[src/hdl/twrtc_pkg.sv]
package twrtc_pkg;

  // Command codes on the func field
  localparam logic [1:0] FUNC_TICK  = 2'd0;
  localparam logic [1:0] FUNC_WRITE = 2'd1;
  localparam logic [1:0] FUNC_READ  = 2'd2;

  // Sequencer phases
  localparam logic [2:0] PH_IDLE   = 3'd0;
  localparam logic [2:0] PH_SETUP  = 3'd1;
  localparam logic [2:0] PH_DRIVE  = 3'd2;
  localparam logic [2:0] PH_HIGH   = 3'd3;
  localparam logic [2:0] PH_LOW    = 3'd4;
  localparam logic [2:0] PH_RXLOW  = 3'd5;
  localparam logic [2:0] PH_RXSAMP = 3'd6;
  localparam logic [2:0] PH_FINISH = 3'd7;

  // Setup sub-steps held in bit_count during PH_SETUP
  localparam logic [4:0] SU_SCLK_LOW = 5'd0;
  localparam logic [4:0] SU_CE_LOW   = 5'd1;
  localparam logic [4:0] SU_CE_HIGH  = 5'd2;

  localparam logic [4:0] LAST_BYTE_BIT = 5'd7;
  localparam logic [4:0] WORD_BITS     = 5'd16;
  localparam logic [7:0] ALL_ONES      = 8'hff;

  typedef struct packed {
    logic [1:0] func;
    logic [7:0] cmd_addr;
    logic [7:0] wr_data;
    logic       io_in;
  } cmd_t;

  typedef struct packed {
    logic       chip_enable;
    logic       serial_clock;
    logic       io_out;
    logic       io_drive;
    logic       busy_res;
    logic       done_res;
    logic [7:0] rd_data;
  } res_t;

endpackage

[src/hdl/three_wire_rtc_serial_master_top.sv]
// Three-wire serial RTC interface master. Every command transfer is one tick of the
// pin sequencer and yields exactly one result transfer carrying the pin levels
// after that tick, plus busy, a one-tick done pulse and the last received byte.
// A write (func 1) or read (func 2) is taken only while idle; func is ignored
// while a transaction runs. Writes send cmd_addr then wr_data LSB first, three
// ticks per bit; reads send cmd_addr, release io and shift in eight bits, and
// with retry set a received 0xff restarts the read. Throughput is one
// command transfer per clock while cmd_stall is low: the whole tick step is a single
// pass of logic from the state registers to the output buffer, so each result is
// registered from its own command. A two-entry output buffer (result register plus
// skid) lets the block keep taking commands while one finished result waits; cmd_stall
// rises only when both entries are full. Write cfg_wdata with cfg_we only while
// the block is idle.
module three_wire_rtc_serial_master_top
  import twrtc_pkg::*;
(
  input  logic clk,
  input  logic rst,
  input  logic cmd_valid,
  output logic cmd_stall,
  input  cmd_t cmd,
  output logic res_valid,
  input  logic res_stall,
  output res_t res,
  input  logic cfg_we,
  input  logic cfg_wdata
);

  // Sequencer state
  logic       retry;
  logic [2:0] phase, phase_next;
  logic [4:0] bit_count, bit_count_next;
  logic [15:0] tx_shift, tx_shift_next;
  logic [7:0] rx_shift, rx_shift_next;
  logic [7:0] saved_addr, saved_addr_next;
  logic       is_read, is_read_next;
  logic       pin_ce, pin_ce_next;
  logic       pin_sclk, pin_sclk_next;
  logic       pin_io, pin_io_next;
  logic       pin_drive, pin_drive_next;
  logic       done;

  // Output buffer
  logic skid_valid;
  res_t skid;
  res_t res_new;
  logic accept, take;

  assign cmd_stall = skid_valid;
  assign accept    = cmd_valid && !skid_valid;
  assign take      = res_valid && !res_stall;

  // One tick of the pin sequence
  always_comb begin
    logic       rd_start;
    logic [4:0] bc_inc;
    phase_next      = phase;
    bit_count_next  = bit_count;
    tx_shift_next   = tx_shift;
    rx_shift_next   = rx_shift;
    saved_addr_next = saved_addr;
    is_read_next    = is_read;
    pin_ce_next     = pin_ce;
    pin_sclk_next   = pin_sclk;
    pin_io_next     = pin_io;
    pin_drive_next  = pin_drive;
    done            = 1'b0;
    rd_start        = (cmd.func == FUNC_READ);
    bc_inc          = bit_count + 5'd1;

    case (phase)
      PH_IDLE: begin
        if (cmd.func == FUNC_WRITE || cmd.func == FUNC_READ) begin
          // First setup step happens on the start tick itself
          is_read_next    = rd_start;
          saved_addr_next = cmd.cmd_addr;
          tx_shift_next   = rd_start ? {8'h00, cmd.cmd_addr} : {cmd.wr_data, cmd.cmd_addr};
          pin_sclk_next   = 1'b0;
          bit_count_next  = SU_CE_LOW;
          phase_next      = PH_SETUP;
        end
      end
      PH_SETUP: begin
        case (bit_count)
          SU_SCLK_LOW: begin
            pin_sclk_next  = 1'b0;
            bit_count_next = SU_CE_LOW;
          end
          SU_CE_LOW: begin
            pin_ce_next    = 1'b0;
            bit_count_next = SU_CE_HIGH;
          end
          SU_CE_HIGH: begin
            pin_ce_next = 1'b1;
            if (is_read) begin
              bit_count_next = 5'd0;
              phase_next     = PH_DRIVE;
            end else begin
              bit_count_next = 5'd3;
            end
          end
          default: begin
            // Write only: start io low before the first bit
            pin_io_next    = 1'b0;
            pin_drive_next = 1'b1;
            bit_count_next = 5'd0;
            phase_next     = PH_DRIVE;
          end
        endcase
      end
      PH_DRIVE: begin
        pin_io_next    = tx_shift[0];
        pin_drive_next = 1'b1;
        phase_next     = PH_HIGH;
      end
      PH_HIGH: begin
        pin_sclk_next = 1'b1;
        phase_next    = PH_LOW;
      end
      PH_LOW: begin
        if (is_read && bit_count >= LAST_BYTE_BIT) begin
          // Leave sclk high and hand the data pin to the slave
          pin_drive_next = 1'b0;
          pin_io_next    = 1'b0;
          bit_count_next = 5'd0;
          phase_next     = PH_RXLOW;
        end else begin
          pin_sclk_next  = 1'b0;
          tx_shift_next  = {1'b0, tx_shift[15:1]};
          bit_count_next = bc_inc;
          phase_next     = (!is_read && bc_inc >= WORD_BITS) ? PH_FINISH : PH_DRIVE;
        end
      end
      PH_RXLOW: begin
        pin_sclk_next = 1'b0;
        phase_next    = PH_RXSAMP;
      end
      PH_RXSAMP: begin
        rx_shift_next = {cmd.io_in, rx_shift[7:1]};
        if (bit_count >= LAST_BYTE_BIT) begin
          phase_next = PH_FINISH;
        end else begin
          pin_sclk_next  = 1'b1;
          bit_count_next = bc_inc;
          phase_next     = PH_RXLOW;
        end
      end
      default: begin
        pin_ce_next    = 1'b0;
        bit_count_next = 5'd0;
        if (is_read && retry && rx_shift == ALL_ONES) begin
          tx_shift_next = {8'h00, saved_addr};
          phase_next    = PH_SETUP;
        end else begin
          phase_next = PH_IDLE;
          done       = 1'b1;
        end
      end
    endcase
  end

  always_comb begin
    res_new.chip_enable  = pin_ce_next;
    res_new.serial_clock = pin_sclk_next;
    res_new.io_out       = pin_drive_next & pin_io_next;
    res_new.io_drive     = pin_drive_next;
    res_new.busy_res     = (phase_next != PH_IDLE);
    res_new.done_res     = done;
    res_new.rd_data      = rx_shift_next;
  end

  // Configuration register
  always_ff @(posedge clk) begin
    if (rst) begin
      retry <= 1'b1;
    end else if (cfg_we) begin
      retry <= cfg_wdata;
    end
  end

  // Advance the sequencer once per accepted command transfer
  always_ff @(posedge clk) begin
    if (rst) begin
      phase      <= PH_IDLE;
      bit_count  <= 5'd0;
      tx_shift   <= 16'h0000;
      rx_shift   <= 8'h00;
      saved_addr <= 8'h00;
      is_read    <= 1'b0;
      pin_ce     <= 1'b0;
      pin_sclk   <= 1'b0;
      pin_io     <= 1'b0;
      pin_drive  <= 1'b0;
    end else if (accept) begin
      phase      <= phase_next;
      bit_count  <= bit_count_next;
      tx_shift   <= tx_shift_next;
      rx_shift   <= rx_shift_next;
      saved_addr <= saved_addr_next;
      is_read    <= is_read_next;
      pin_ce     <= pin_ce_next;
      pin_sclk   <= pin_sclk_next;
      pin_io     <= pin_io_next;
      pin_drive  <= pin_drive_next;
    end
  end

  // Output buffer control: result register first, skid when it is held
  always_ff @(posedge clk) begin
    if (rst) begin
      res_valid  <= 1'b0;
      skid_valid <= 1'b0;
    end else if (accept) begin
      if (!res_valid || take) begin
        res_valid <= 1'b1;
      end else begin
        skid_valid <= 1'b1;
      end
    end else if (take) begin
      if (skid_valid) begin
        skid_valid <= 1'b0;
      end else begin
        res_valid <= 1'b0;
      end
    end
  end

  // Output buffer payload
  always_ff @(posedge clk) begin
    if (accept) begin
      if (!res_valid || take) begin
        res <= res_new;
      end else begin
        skid <= res_new;
      end
    end else if (take && skid_valid) begin
      res <= skid;
    end
  end

  // Skid entry is only ever filled behind a held result
  a_skid_behind_res: assert property (@(posedge clk) disable iff (rst)
    skid_valid |-> res_valid)
    else $error("skid entry valid without a result in the output register");

  // A transaction cannot report done and still be busy
  a_done_not_busy: assert property (@(posedge clk) disable iff (rst)
    (res_valid && res.done_res) |-> !res.busy_res)
    else $error("done pulse while still busy");

  // Idle is only entered with the bit counter cleared
  a_idle_count_clear: assert property (@(posedge clk) disable iff (rst)
    (phase == PH_IDLE) |-> (bit_count == 5'd0))
    else $error("idle with nonzero bit count");

  // A held result does not change while stalled
  a_res_hold: assert property (@(posedge clk) disable iff (rst)
    (res_valid && res_stall) |=> (res_valid && $stable(res)))
    else $error("stalled result changed");

endmodule
[config.mk]
export PLATFORM = sky130hd
export DESIGN_NAME = three_wire_rtc_serial_master_top
export DESIGN_NICKNAME = d
export VERILOG_FILES = /design/src/hdl/twrtc_pkg.sv /design/src/hdl/three_wire_rtc_serial_master_top.sv
export SDC_FILE = /design/constraint.sdc
export NUM_CORES = 1
export LEC_CHECK = 0
export BUFFER_PORTS_ARGS = -buffer_cell sky130_fd_sc_hd__buf_2
export CAP_MARGIN = 10
export CELL_PAD_IN_SITES_DETAIL_PLACEMENT = 0
export CELL_PAD_IN_SITES_GLOBAL_PLACEMENT = 1
export CORE_UTILIZATION = 48
export DETAILED_ROUTE_END_ITERATION = 7
export PLACE_DENSITY_LB_ADDON = 0.25
export SETUP_SLACK_MARGIN = 0.05
export SLEW_MARGIN = 20
export SYNTH_ARGS = -nofsm -noshare
export SYNTH_HDL_FRONTEND = slang
export SYNTH_SLANG_ARGS = --single-unit
[constraint.sdc]
create_clock -name clk -period 5.2 [get_ports clk]
set_input_delay 0.78 -clock clk [delete_from_list [all_inputs] [get_ports clk]]
set_output_delay 0.78 -clock clk [all_outputs]
set_load 0.01 [all_outputs]
* Word-level counts from Yosys, hierarchy flattened
Index checks and enable logic that the tools add are counted.
** Cells by class
- Multiply operators :: 0
- Reduce and logical (&&, ||, !) cells :: 32
- Divide/modulo/power cells :: 0
- Bitwise gates (word level) :: 4
- Magnitude comparators :: 2
- Equality and inequality tests :: 17
- Add/subtract/negate cells :: 1
- Shifts and indexed selects :: 0
- Mux-type cells :: 45
** Operator list (count)
- 16-bit 2-to-1 mux :: 4
- 16-bit one-hot mux with 3 select lines :: 1
- 14-bit 2-to-1 mux :: 3
- 5-bit one-hot mux with 5 select lines :: 1
- 3-bit one-hot mux with 7 select lines :: 1
- 1-bit 2-to-1 mux :: 18
- 5-bit 2-to-1 mux :: 3
- 3-bit 2-to-1 mux :: 4
- 3-bit == test (second input constant) :: 3
- 8-bit == test (second input constant) :: 1
- 8-bit 2-to-1 mux :: 1
- 2-bit != test (second input constant) :: 4
- 1-bit logical AND :: 7
- 7-bit OR reduction :: 1
- 3-bit by 2-bit == test with 1-bit output (second input constant) :: 2
- 1-bit one-hot mux with 3 select lines :: 2
- 1-bit one-hot mux with 6 select lines :: 1
- 2-bit one-hot mux with 3 select lines :: 1
- 3-bit one-hot mux with 2 select lines :: 1
- 2-bit AND reduction :: 3
- 3-bit AND reduction :: 2
- 3-bit nonzero test :: 2
- 3-bit OR reduction :: 2
- 6-bit OR reduction :: 1
- other kinds (22) :: 32
** Word-level totals
- Bits in latches :: 0
- Memory bits (writable) :: 0
- Output and inout port bits :: 16
- Memories :: 0
- ROM bits :: 0
- Register bits :: 76
- Input bits :: 25

* Logic depth before layout (Yosys ltp)
- Depth in word-level cells :: 9
- Mapped depth :: 7
- Depth with buffers taken out :: 7

* Worst setup path before layout
Ideal clock, no wire load.
- Path type :: input to register
- From :: in cmd_valid
- To :: reg res[0] in the netlist's numbering (enable)
- Setup time :: 0.390 ns
- Arrival time :: 2.382 ns
- Stages :: 5
- Slack :: 2.429 ns
- Buffers on the path :: 2
- Required time :: 4.810 ns
- Path through :: nor2b_1 > clkbuf_1 > clkbuf_1 > a21oi_1 > a21oi_1
** Between the ends
- Cells in the longest elaborated chain, start to end :: 3
** Ends and longest elaborated chain
- from (decl) :: RTL line three_wire_rtc_serial_master_top.sv:19 : input logic cmd_valid,
- 1-bit logical AND * :: RTL line three_wire_rtc_serial_master_top.sv:50 : assign accept = cmd_valid && !skid_valid;
- 2-bit by 1-bit != test with 1-bit output (no line) or 2-bit nonzero test (tied branches)
- 2-bit AND reduction (no line) *
- to (signal assigned) :: RTL line three_wire_rtc_serial_master_top.sv:232 : res <= res_new;
- to (signal assigned) :: RTL line three_wire_rtc_serial_master_top.sv:237 : res <= skid;
- to (decl) :: RTL line three_wire_rtc_serial_master_top.sv:24 : output res_t res,
Every way passes the cells marked *; elsewhere a longest branch is shown, timed or not.
A chain may end at the register's enable or synchronous reset.

* Final worst setup path
- From :: reg phase[1]
- To :: reg tx_shift[1]
** Between the ends
- Cells in the longest elaborated chain, start to end :: 4
** Ends and longest elaborated chain
- from (decl) :: RTL line three_wire_rtc_serial_master_top.sv:31 : logic [2:0] phase, phase_next;
- from (signal assigned) :: RTL line three_wire_rtc_serial_master_top.sv:195 : phase <= phase_next;
- 3-bit == test, or another cell as far along :: RTL line three_wire_rtc_serial_master_top.sv:71 : case (phase)
- 5-bit OR reduction (no line)
- 1-bit NOT (no line)
- 5-bit AND reduction (no line)
- to (signal assigned) :: RTL line three_wire_rtc_serial_master_top.sv:197 : tx_shift <= tx_shift_next;
- to (decl) :: RTL line three_wire_rtc_serial_master_top.sv:33 : logic [15:0] tx_shift, tx_shift_next;
Several ways; a longest one is shown, not always the timed one.

==> impl_metrics.ini <==
[final_layout]
fin_nets = 477
nFillCells = 729
fin_area_um2 = 4290
final_util_pct = 55.3
drive_gt1_share_pct = 18.8
area_growth_pct = 10.6
n_antenna_cell = 0
final_cell_count_no_fill = 554

[routing]
first_pass_iters = 4
routed-via-count = 3233
drc = 0
wl_per_cell_um = 15.8
ant_nets = 0
viasPerCell = 5.84
totalWireLength_um = 8750
drt-initial-drc-count = 254

[cts]
ctsHtreeMaxLevel = 3
clock_sinks = 76
cts_hold_buf = 0
cts-resized-gates = 0
cts_inserted_buffers = 9
clock_path_buffers = 2
post-cts-setup-buffers = 0
cts_root_buf = clkbuf_8
cts_tree = done
clkLatencyLatePin_ps = 360
path_clk_slew_ps = 90

[global_route]
grt_max_degree = 46
grt_use_total_pct = 22.1
antenna_found_initial = 0
grt_pass1_vias = 3077
overflow = 0
grt_pass1_wl_um = 14800

[placed_design]
dp_hpwl_um = 5620
gp_congestion = 0.836
dp.cells = 538
postPlaceCellArea_um2 = 4090
pre_cts_ws_ps = 2430
port_buffers = 40

[synthesis]
yosysSeqAreaShare_pct = 46.4
yosys_register_bits = 76
postSynthCellCount = 422
synth_flop_cell = dfxtp_1
synth_top_cells_by_area = dfxtp_1 25%, edfxtp_1 22%, nand2_1 6.2%
yosysTopAreaCell = dfxtp_1
synth.distinct_cells = 59
ys_async_sr_fraction_pct = 0
yosys.area.top_type_share_pct = 24.8
synth_nets = 452
netlist_area_um2 = 3880
yosysWarnings = 0
synth-edff-count = 28
synth_area_per_cell_um2 = 9.19

[hold_path]
hold_depth = 2
hold-path-endpoint = tx_shift[4]
worstHoldPathType = reg2reg
worstHoldStart = tx_shift[4]

[floorplanning]
io_pins = 41
die-area_um2 = 8450
coreArea_um2 = 7770
rows = 32
die_y_um = 91.9
die_w_um = 91.9
initial_core_util_pct = 50.0

[worst_setup_path]
cp_top_family = compound AO/OA/AOI/OAI gates
r2r_end = tx_shift[1]
cp_slowest_cell = dfxtp_1
path_max_fanout = 24
crit_arrival_ps = 2630
r2r_slack_ps = 2840
cp_num_buf_inv = 1
path_cells = nor2_1 > buf_4 > a41o_1 > a21oi_2 > o21ai_0 > a21oi_1
start_kind = flip-flop
end_kind = flip-flop
crit_type = reg2reg
cp_slowest_stage_delay_ps = 780
rr_worst_depth = 6
critical_path_required_ps = 5480
reg2reg_from = phase[1]

[power]
power_density_nw_per_um2 = 305
peakVddDrop_uv = 148
leakage_nw = 1.67
power.total_mw = 1.31

[sta]
worstMarginPinSlew_ps = 884
hold_viol_final = 0
setup_viol = 0
fmax_mhz = 424
period_minus_slack_ps = 2360
fin_hold_ws_ps = 478
fin_skew_ps = 10.3
timing.final.ws_setup_ps = 2840
report.final.slew_viol_count = 0
rsz0062_at_grt = false
fin_tns_setup_ps = 0
fin_crit_sh_pct = 45.3
maxSlewHeadroom_pct = 41.1

[run]
cap_violations = 0

[outcome]
status = finished, final reports clean
## worst max path at each step
| stage | slack (ps) | to | startpoint | depth (start not counted) |
|---|---|---|---|---|
| 6_report | 2840 | tx_shift[1] | phase[1] | 6 |
| 5_1_grt | 2600 | tx_shift[0] | phase[1] | 6 |
| 4_1_cts | 2810 | res[0] | cmd_valid | 5 |
| 3_5_place_dp | 2430 | res[4] | cmd_valid | 5 |
| 3_3_place_gp | 2520 | res[3] | cmd_valid | 5 |
| 2_1_floorplan | 2430 | res[0] | cmd_valid | 5 |
## placed cells by master (no fill, tap or decap), types with 4 or more instances in the layout
cell,count
nand3_1,9
buf_4,4
edfxtp_1,28
dfxtp_1,48
inv_1,8
mux2i_1,18
nand2_1,64
a22o_1,7
and3_1,4
nor3_1,4
nand4_1,9
o2111ai_1,8
buf_2,40
o21ai_0,42
a31oi_1,8
mux2_2,10
ha_1,5
nor2b_1,5
a21oi_1,37
nor2_1,29
clkbuf_8,9
## logic make-up after synthesis
| group | Yosys count | synth area share, % |
|---|---|---|
| buffers and inverters | 38 | 4.64 |
| adders and majority gates | 5 | 1.61 |
| AOI/OAI and AO/OA | 128 | 21.4 |
| DFF | 76 | 46.4 |
| and+or+nand+nor | 147 | 18.4 |
| muxes | 28 | 7.55 |
## worst min-delay path: stages (launching register included)
cell and delay [ps]:
dfxtp_1 310, o21ai_0 60, a21oi_1 60
## state kept, by name, summed over array words and instances (netlist names)
name / count
pin_ce: 1
cmd_stall: 1
bit_count: 5
saved_addr: 8
rx_shift: 8
res_valid: 1
phase: 3
retry: 1
pin_drive: 1
is_read: 1
res: 14
tx_shift: 16
skid: 14
pin_io: 1
pin_sclk: 1
## layout make-up
type / count / area [um2] / area share [%]
flip-flops and latches: 76 / 1800 / 42.0
clock inverters: 7 / 73.8 / 1.72
multi-input cells: 308 / 1900 / 44.4
inverters: 8 / 30.0 / 0.700
repair buffers: 44 / 230 / 5.36
clock buffers: 9 / 124 / 2.89
well taps: 102 / 128 / 2.97
## per-layer routing
layer,part of all wire [%],vias up,track usage [%],routed length (um)
li1,-,1598,-,-
met1,48,1539,29.5,4180
met4,1.7,0,10.0,151
met3,4.0,14,2.82,349
met5,0,-,0,0
met2,46,82,35.6,4070
## Yosys cell counts, drive strengths merged (2+ instances only)
library cell and number:
a32o 2, a211oi 3, o2111ai 8, a22o 7, and4 2, nand3 9, nand4 9, nand2b 2
a311oi 2, nor2 29, nor3 4, inv 8, a21o 3, mux2 10, a21oi 41, a31oi 8
edfxtp 28, nand2 65, clkbuf 15, dfxtp 48, o311ai 2, a211o 2, buf 15, or2 2
nor2b 6, mux2i 18, and2 3, nor3b 2, nor4b 3, ha 5, o21ai 43, and3 4
## power breakdown
part	total (mW)	switching, mW	internal, mW
clock	0.461	0.237	0.224
combinational	0.180	0.113	0.0664
sequential	0.670	0.0208	0.649
Power figures use the tool's default switching activity.
